`src/sv/rtm_pkg.sv`:
```
`timescale 1ns / 1ps

package rtm_pkg;

	// Largest RAM index plus one
	localparam int RAM_BYTES = 31;
	localparam logic [5:0] RAM_LIMIT = 6'(RAM_BYTES);

	// Command and frame constants
	localparam logic [7:0]  CMD_CLOCK_BASE = 8'h80;
	localparam logic [7:0]  CMD_RAM_BASE   = 8'hC0;
	localparam logic [7:0]  CMD_READ_BIT   = 8'h01;
	localparam logic [15:0] UNLOCK_WORD    = 16'h008E;
	localparam logic [15:0] RELOCK_WORD    = 16'h808E;
	localparam logic [4:0]  CLOCK_LAST     = 5'd6;
	localparam logic [7:0]  SECONDS_MASK   = 8'h7F;
	localparam logic [4:0]  FRAME_BITS     = 5'd16;
	localparam logic [7:0]  CLOCK_MAX      = 8'd99;

	// Frame sequence, one-hot
	typedef enum logic [3:0] {
		PH_IDLE   = 4'b0001,
		PH_UNLOCK = 4'b0010,
		PH_ACCESS = 4'b0100,
		PH_RELOCK = 4'b1000
	} phase_t;

	// One tick item
	typedef struct packed {
		logic       start_req;
		logic       is_write;
		logic       target_ram;
		logic [4:0] address;
		logic [7:0] write_data;
		logic       io_sample;
	} rtm_in_t;

	// One tick result
	typedef struct packed {
		logic       chip_enable;
		logic       serial_clock;
		logic       data_out;
		logic       data_drive;
		logic       busy_res;
		logic       done_res;
		logic [7:0] read_data;
		logic       address_error;
	} rtm_out_t;

	// Saturate to 99 and split into two BCD digits (divide by ten via reciprocal)
	function automatic logic [7:0] bin_to_bcd(input logic [7:0] d);
		logic [6:0]  sat;
		logic [14:0] prod;
		logic [3:0]  tens;
		logic [6:0]  ones;
		sat  = (d > CLOCK_MAX) ? CLOCK_MAX[6:0] : d[6:0];
		prod = 15'(sat) * 15'd205;
		tens = prod[14:11];
		ones = sat - 7'({tens, 3'b000}) - 7'({tens, 1'b0});
		return {tens, ones[3:0]};
	endfunction

	// BCD digits back to binary, invalid digits taken as they stand
	function automatic logic [7:0] bcd_to_bin(input logic [7:0] b);
		return 8'(b[3:0]) + 8'({b[7:4], 3'b000}) + 8'({b[7:4], 1'b0});
	endfunction

	// Command byte plus data byte of the access frame
	function automatic logic [15:0] access_word(input logic wr, input logic ram,
			input logic [4:0] addr, input logic [7:0] data, input logic bcd);
		logic [7:0] cmd;
		logic [7:0] d;
		cmd = (ram ? CMD_RAM_BASE : CMD_CLOCK_BASE) + {2'b00, addr, 1'b0};
		d   = data;
		if (!ram) begin
			d = (data > CLOCK_MAX) ? CLOCK_MAX : data;
			if (bcd) begin
				d = bin_to_bcd(data);
			end
		end
		return wr ? {d, cmd} : {8'h00, cmd | CMD_READ_BIT};
	endfunction

endpackage

```
`src/sv/three_wire_rtc_master.sv`:
```
`timescale 1ns / 1ps

// Channel  | Direction | Handshake             | Payload
// req      | in        | req_valid / req_stall | req_item  (rtm_in_t, one tick)
// rsp      | out       | rsp_valid / rsp_stall | rsp_item  (rtm_out_t, one per tick)
// cfg      | in        | cfg_we                | cfg_wdata (clock_bcd_enable)
//
// One item per clock while the result is not stalled; each item passes an input
// register, the tick logic of rtm_engine and the result register, which takes
// the result when the item advances out of the input register.
// A stalled result holds the input register, which then stalls req.
// Reset clears the link state and valids; clock_bcd_enable resets to 1.

module three_wire_rtc_master (
	input  logic              clk,
	input  logic              arst_n,
	input  logic              cfg_we,
	input  logic              cfg_wdata,
	input  logic              req_valid,
	output logic              req_stall,
	input  rtm_pkg::rtm_in_t  req_item,
	output logic              rsp_valid,
	input  logic              rsp_stall,
	output rtm_pkg::rtm_out_t rsp_item
);
	import rtm_pkg::*;

	logic     bcd_en_q;
	logic     valid_s1;
	rtm_in_t  item_s1;
	logic     rsp_valid_q;
	rtm_out_t rsp_item_q;
	rtm_out_t tick_res;
	logic     adv;
	logic     req_take;

	// Advance when the result register is free or being emptied
	assign adv       = valid_s1 && (!rsp_valid_q || !rsp_stall);
	assign req_stall = valid_s1 && !adv;
	assign req_take  = req_valid && !req_stall;
	assign rsp_valid = rsp_valid_q;
	assign rsp_item  = rsp_item_q;

	// Configuration register
	always_ff @(posedge clk or negedge arst_n) begin
		if (!arst_n) begin
			bcd_en_q <= 1'b1;
		end else if (cfg_we) begin
			bcd_en_q <= cfg_wdata;
		end
	end

	// Input register
	always_ff @(posedge clk or negedge arst_n) begin
		if (!arst_n) begin
			valid_s1 <= 1'b0;
		end else if (req_take) begin
			valid_s1 <= 1'b1;
		end else if (adv) begin
			valid_s1 <= 1'b0;
		end
	end

	always_ff @(posedge clk) begin
		if (req_take) begin
			item_s1 <= req_item;
		end
	end

	rtm_engine u_engine (
		.clk    (clk),
		.arst_n (arst_n),
		.adv    (adv),
		.bcd_en (bcd_en_q),
		.item   (item_s1),
		.res    (tick_res)
	);

	// Result register
	always_ff @(posedge clk or negedge arst_n) begin
		if (!arst_n) begin
			rsp_valid_q <= 1'b0;
		end else if (adv) begin
			rsp_valid_q <= 1'b1;
		end else if (!rsp_stall) begin
			rsp_valid_q <= 1'b0;
		end
	end

	always_ff @(posedge clk) begin
		if (adv) begin
			rsp_item_q <= tick_res;
		end
	end

endmodule

```
`src/sv/rtm_engine.sv`:
```
`timescale 1ns / 1ps

module rtm_engine (
	input  logic             clk,
	input  logic             arst_n,
	input  logic             adv,
	input  logic             bcd_en,
	input  rtm_pkg::rtm_in_t item,
	output rtm_pkg::rtm_out_t res
);
	import rtm_pkg::*;

	phase_t      phase_q;
	logic [4:0]  bit_pos_q;
	logic        half_q;
	logic [15:0] shift_q;
	logic [7:0]  rx_byte_q;
	logic        rq_wr_q;
	logic        rq_ram_q;
	logic [4:0]  rq_addr_q;
	logic [7:0]  rq_data_q;
	logic [7:0]  result_q;

	phase_t      phase_d;
	logic [4:0]  bit_pos_d;
	logic        half_d;
	logic [15:0] shift_d;
	logic [7:0]  rx_byte_d;
	logic        rq_wr_d;
	logic        rq_ram_d;
	logic [4:0]  rq_addr_d;
	logic [7:0]  rq_data_d;
	logic [7:0]  result_d;
	logic        addr_ok;

	// Range check of the incoming request
	assign addr_ok = item.target_ram ? ({1'b0, item.address} < RAM_LIMIT)
	                                 : (item.address <= CLOCK_LAST);

	// One tick of the serial link
	always_comb begin
		logic       rx;
		logic [7:0] rd;
		phase_d   = phase_q;
		bit_pos_d = bit_pos_q;
		half_d    = half_q;
		shift_d   = shift_q;
		rx_byte_d = rx_byte_q;
		rq_wr_d   = rq_wr_q;
		rq_ram_d  = rq_ram_q;
		rq_addr_d = rq_addr_q;
		rq_data_d = rq_data_q;
		result_d  = result_q;
		rx        = 1'b0;
		rd        = rx_byte_q;
		res               = '0;
		res.data_drive    = 1'b1;

		// Latch a new request when idle
		if (phase_q == PH_IDLE && item.start_req) begin
			rq_wr_d   = item.is_write;
			rq_ram_d  = item.target_ram;
			rq_addr_d = item.address;
			rq_data_d = item.write_data;
			if (!addr_ok) begin
				res.done_res      = 1'b1;
				res.address_error = 1'b1;
				result_d          = 8'h00;
			end else begin
				phase_d   = item.is_write ? PH_UNLOCK : PH_ACCESS;
				bit_pos_d = 5'd0;
				half_d    = 1'b0;
				rx_byte_d = 8'h00;
				shift_d   = item.is_write ? UNLOCK_WORD
				          : access_word(item.is_write, item.target_ram, item.address,
				                        item.write_data, bcd_en);
			end
		end

		if (phase_d != PH_IDLE) begin
			if (bit_pos_d < FRAME_BITS) begin
				// Drive or receive one half bit
				rx = (phase_d == PH_ACCESS) && !rq_wr_d && bit_pos_d[3];
				res.chip_enable  = 1'b1;
				res.busy_res     = 1'b1;
				res.serial_clock = half_d;
				if (rx) begin
					res.data_drive = 1'b0;
					if (!half_d) begin
						rx_byte_d = {item.io_sample, rx_byte_d[7:1]};
					end
				end else begin
					res.data_out = shift_d[0];
				end
				if (!half_d) begin
					half_d = 1'b1;
				end else begin
					half_d    = 1'b0;
					shift_d   = {1'b0, shift_d[15:1]};
					bit_pos_d = bit_pos_d + 5'd1;
				end
			end else begin
				// Gap tick: chain the next frame or finish
				bit_pos_d = 5'd0;
				half_d    = 1'b0;
				if (phase_d == PH_UNLOCK) begin
					phase_d      = PH_ACCESS;
					shift_d      = access_word(rq_wr_d, rq_ram_d, rq_addr_d, rq_data_d, bcd_en);
					res.busy_res = 1'b1;
				end else if (phase_d == PH_ACCESS && rq_wr_d) begin
					phase_d      = PH_RELOCK;
					shift_d      = RELOCK_WORD;
					res.busy_res = 1'b1;
				end else begin
					rd = rx_byte_d;
					if (!rq_ram_d) begin
						if (rq_addr_d == 5'd0) begin
							rd = rd & SECONDS_MASK;
						end
						if (bcd_en) begin
							rd = bcd_to_bin(rd);
						end
					end
					result_d     = (phase_d == PH_ACCESS) ? rd : 8'h00;
					phase_d      = PH_IDLE;
					res.done_res = 1'b1;
				end
			end
		end
		res.read_data = result_d;
	end

	// Control state
	always_ff @(posedge clk or negedge arst_n) begin
		if (!arst_n) begin
			phase_q   <= PH_IDLE;
			bit_pos_q <= 5'd0;
			half_q    <= 1'b0;
			shift_q   <= 16'h0000;
			rx_byte_q <= 8'h00;
			rq_wr_q   <= 1'b0;
			rq_ram_q  <= 1'b0;
			rq_addr_q <= 5'd0;
			rq_data_q <= 8'h00;
			result_q  <= 8'h00;
		end else if (adv) begin
			phase_q   <= phase_d;
			bit_pos_q <= bit_pos_d;
			half_q    <= half_d;
			shift_q   <= shift_d;
			rx_byte_q <= rx_byte_d;
			rq_wr_q   <= rq_wr_d;
			rq_ram_q  <= rq_ram_d;
			rq_addr_q <= rq_addr_d;
			rq_data_q <= rq_data_d;
			result_q  <= result_d;
		end
	end

`ifndef SYNTH
	a_done_not_busy: assert property (@(posedge clk) disable iff (!arst_n)
		adv && res.done_res |-> !res.busy_res)
		else $error("done and busy together");
	a_err_with_done: assert property (@(posedge clk) disable iff (!arst_n)
		adv && res.address_error |-> res.done_res && res.read_data == 8'h00)
		else $error("address error without done");
	a_bit_range: assert property (@(posedge clk) disable iff (!arst_n)
		bit_pos_q <= FRAME_BITS)
		else $error("bit position out of range");
	a_idle_clean: assert property (@(posedge clk) disable iff (!arst_n)
		phase_q == PH_IDLE |-> bit_pos_q == 5'd0 && !half_q)
		else $error("idle with frame position set");
`endif

endmodule
```
`config.mk`:
```
export PLATFORM = sky130hd
export DESIGN_NAME = three_wire_rtc_master
export DESIGN_NICKNAME = d
export VERILOG_FILES = /design/src/sv/rtm_pkg.sv /design/src/sv/three_wire_rtc_master.sv /design/src/sv/rtm_engine.sv
export SDC_FILE = /design/constraint.sdc
export NUM_CORES = 1
export LEC_CHECK = 0
export ABC_CLOCK_PERIOD_IN_PS = 10500
export BUFFER_PORTS_ARGS = -buffer_cell sky130_fd_sc_hd__buf_2
export CORE_MARGIN = 5
export CORE_UTILIZATION = 58
export CTS_CLUSTER_DIAMETER = 200
export DETAILED_ROUTE_END_ITERATION = 12
export PLACE_DENSITY = 0.74
export SLEW_MARGIN = 10
export SYNTH_ARGS = -nofsm -noshare
export SYNTH_HDL_FRONTEND = slang
export SYNTH_SLANG_ARGS = --single-unit
```
`constraint.sdc`:
```
create_clock -name clk -period 10.5 [get_ports clk]
set_input_delay 0.525 -clock clk [delete_from_list [all_inputs] [get_ports clk]]
set_output_delay 0.525 -clock clk [all_outputs]
set_load 0.05 [all_outputs]
```
==> impl_metrics.env <==
export IMPL_final_util_pct=64.17
export IMPL_async_flop_share_pct=65.22
export IMPL_tritoncts="done"
export IMPL_slowest_delay_ns=0.78
export IMPL_insertion_delay_ns=0.36
export IMPL_cts_buffers=9
export IMPL_path_class="flop to flop"
export IMPL_fin_worst_skew_ns=0.01478
export IMPL_fin_crit_ns=7.413
export IMPL_place_gp_congestion=0.9009
export IMPL_max_cap_violations=0
export IMPL_place_inst=739
export IMPL_vias_per_cell=6.152
export IMPL_syn_num_nets=660
export IMPL_path_common_cell="ha_1"
export IMPL_grtUsageTotal_pct=22.98
export IMPL_timing_critical_path_arrival_ns=7.66
export IMPL_rsz0062_at_grt="no"
export IMPL_synth_common_cells="74 x nand2_1, 58 x dfrtp_1, 47 x o21ai_0"
export IMPL_dieArea_mm2=0.01210
export IMPL_cts_path_max_buffers=2
export IMPL_syn_area_mm2=0.005798
export IMPL_fin_cells=755
export IMPL_post_drt_wl_per_cell_um=17.22
export IMPL_setup_viol=0
export IMPL_yosysMostFrequentCell="nand2_1"
export IMPL_dr_pass1_iters=5
export IMPL_ys_top_cells_by_area="dfrtp_1 25%, edfxtp_1 17%, ha_1 8.4%"
export IMPL_place_hpwl_um=9607
export IMPL_finalCritPeriodShare_pct=70.60
export IMPL_synthCells=588
export IMPL_ys_seq_elements=92
export IMPL_nFillCells=817
export IMPL_ant_nets=0
export IMPL_grt_max_degree=61
export IMPL_htreeDepth=3
export IMPL_die_h_um=110.0
export IMPL_num_io_pins=40
export IMPL_outcome="completed"
export IMPL_finalMaxSlewViolations=0
export IMPL_fin_tns_setup_ns=0
export IMPL_first_iter_violations=343
export IMPL_synth_distinct_cells=66
export IMPL_cts_sinks=92
export IMPL_yosysTopAreaCell="dfrtp_1"
export IMPL_placementRows=36
export IMPL_maxSlewHeadroom_pct=35.45
export IMPL_critPathRequiredTime_ns=10.75
export IMPL_clockRootBuffer="clkbuf_8"
export IMPL_cts_setup_buffers=0
export IMPL_wirelength_um=13000
export IMPL_finalHoldViolations=0
export IMPL_drive_gt1_share_pct=14.31
export IMPL_cts_resized=0
export IMPL_crit_chain="or4b_1, nor2_1, mux2i_1, nand2_1, ha_1, inv_1, fa_1, inv_1, fa_1, ha_1, ha_1, and4_1, and2_1, o21ai_0, nand3_1, xor2_1, ha_1, o31ai_1, nor4_1, or4_1, and3_1, a211o_1, nand3_1, o21ai_1"
export IMPL_postCtsHoldBufs=0
export IMPL_yosysSeqAreaShare_pct=42.51
export IMPL_worstMarginPinSlew_ns=0.9600
export IMPL_startpoint_type="flop"
export IMPL_crit_path_end_kind="flop"
export IMPL_grt_pass1_vias=4470
export IMPL_min_path_type="input port to asynchronous set/reset pin"
export IMPL_critical_path_buf_inv_count=2
export IMPL_clk_pin_slew_ns=0.09
export IMPL_io_buffers=39
export IMPL_grt_pass1_wl_um=21680
export IMPL_drc=0
export IMPL_start_util_pct=59.32
export IMPL_final_nets=689
export IMPL_die_w_um=110.0
export IMPL_synth_flop_cell="dfrtp_1"
export IMPL_crit_family="simple AND/OR/NAND/NOR gates"
export IMPL_max_freq_ghz=0.1349
export IMPL_vias=4645
export IMPL_area_delta_synth_final_pct=8.179
export IMPL_cp_max_fo=14
export IMPL_crit_path_top_delay_cell="nor2_1"
export IMPL_synth_top_area_share_pct=25.03
export IMPL_grt_ovfl_total=0
export IMPL_syn_avg_cell_area_um2=9.861
export IMPL_antenna_found_initial=0
export IMPL_antenna_cells=0
export IMPL_yosysWarnings=0
export IMPL_coreArea_mm2=0.009774
export IMPL_synth_edf_count=32
metrics by stage:
stage               hold WS [ns]  area (µm²)  setup WS (ns)
CTS                       0.3186        6272          3.141
finish                    0.3087        6272          3.087
detailed placement        0.4709        6093          3.170
global placement          0.4619        6093          3.432
global route              0.3149        6272          2.648
floorplan                 0.2294        5798          4.235
state kept, by name (all words and copies together), names as in the netlist:
signal              flops
rsp_valid               1
bcd_en_q                1
u_engine.rx_byte_q      8
u_engine.half_q         1
u_engine.rq_ram_q       1
u_engine.shift_q       16
u_engine.result_q       8
u_engine.phase_q        4
u_engine.rq_addr_q      5
item_s1                17
rsp_item               15
u_engine.rq_data_q      8
u_engine.rq_wr_q        1
u_engine.bit_pos_q      5
valid_s1                1
layout by cell type (no fill, tap or decap), types with 4 or more instances in the layout:
cell	n
and2_1	7
xor2_1	6
and4_1	4
buf_4	5
nand3_1	12
edfxtp_1	32
nand4_1	4
a32o_1	4
inv_1	42
clkbuf_8	9
o21ai_0	47
a31oi_1	9
buf_2	39
mux2_2	15
dfrtp_1	58
ha_1	39
a21o_1	4
nor3_1	8
and3_1	7
nand2b_1	9
nand2_1	74
a22oi_1	6
xnor2_1	5
o31ai_1	8
fa_1	10
nor2b_1	11
a21oi_1	29
a211oi_1	4
a22o_1	15
nor2_1	27
mux2i_1	10
cells by family after synthesis:
logic type / count (synthesis) / share of synthesized area (%)
AOI/OAI and AO/OA: 159 / 18.73
muxes: 25 / 4.640
xor gates and xnor gates: 11 / 1.662
and+or+nand+nor: 184 / 15.99
buffers and inverters: 68 / 4.596
DFF: 92 / 42.51
adders and majority gates: 49 / 11.87
path summary, 6_finish.rpt:
| kind | startpoint | depth (start not counted) | slack, ns | end |
|---|---|---|---|---|
| worst max-delay path | u_engine.phase_q[0] | 24 | 3.09 | u_engine.shift_q[11] |
| worst min-delay path | arst_n | 2 | 0.31 | u_engine.result_q[3] |
| worst max register to register | u_engine.phase_q[0] | 24 | 3.09 | u_engine.shift_q[11] |
| worst min register to register | u_engine.rq_data_q[1] | 2 | 0.49 | u_engine.rq_data_q[1] |
| max in group asynchronous | arst_n | 2 | 9.67 | u_engine.rq_data_q[5] |
| min in group clk | req_item[9] | 1 | 0.33 | item_s1[9] |
routing by layer:
layer	part of all wire, %	track usage (%)	up-vias
met5	0	0	-
met4	1.9	8.192	0
met3	6.7	3.902	26
met2	46	35.75	190
met1	46	32.57	2226
li1	-	-	2203
cell type report:
cell class / count / area [µm²] / share of cell area [%]
clock buffers: 9 / 123.9 / 1.975
clock inverters: 7 / 55.05 / 0.8777
inverters: 42 / 157.7 / 2.513
multi-input cells: 428 / 3072 / 48.97
flip-flops and latches: 92 / 2465 / 39.30
well taps: 133 / 166.4 / 2.653
repair buffers: 44 / 232.7 / 3.710
Power is left out: the tool's default activity adds up to more than one toggle a clock period on the data nets, which glitch-free logic cannot reach.
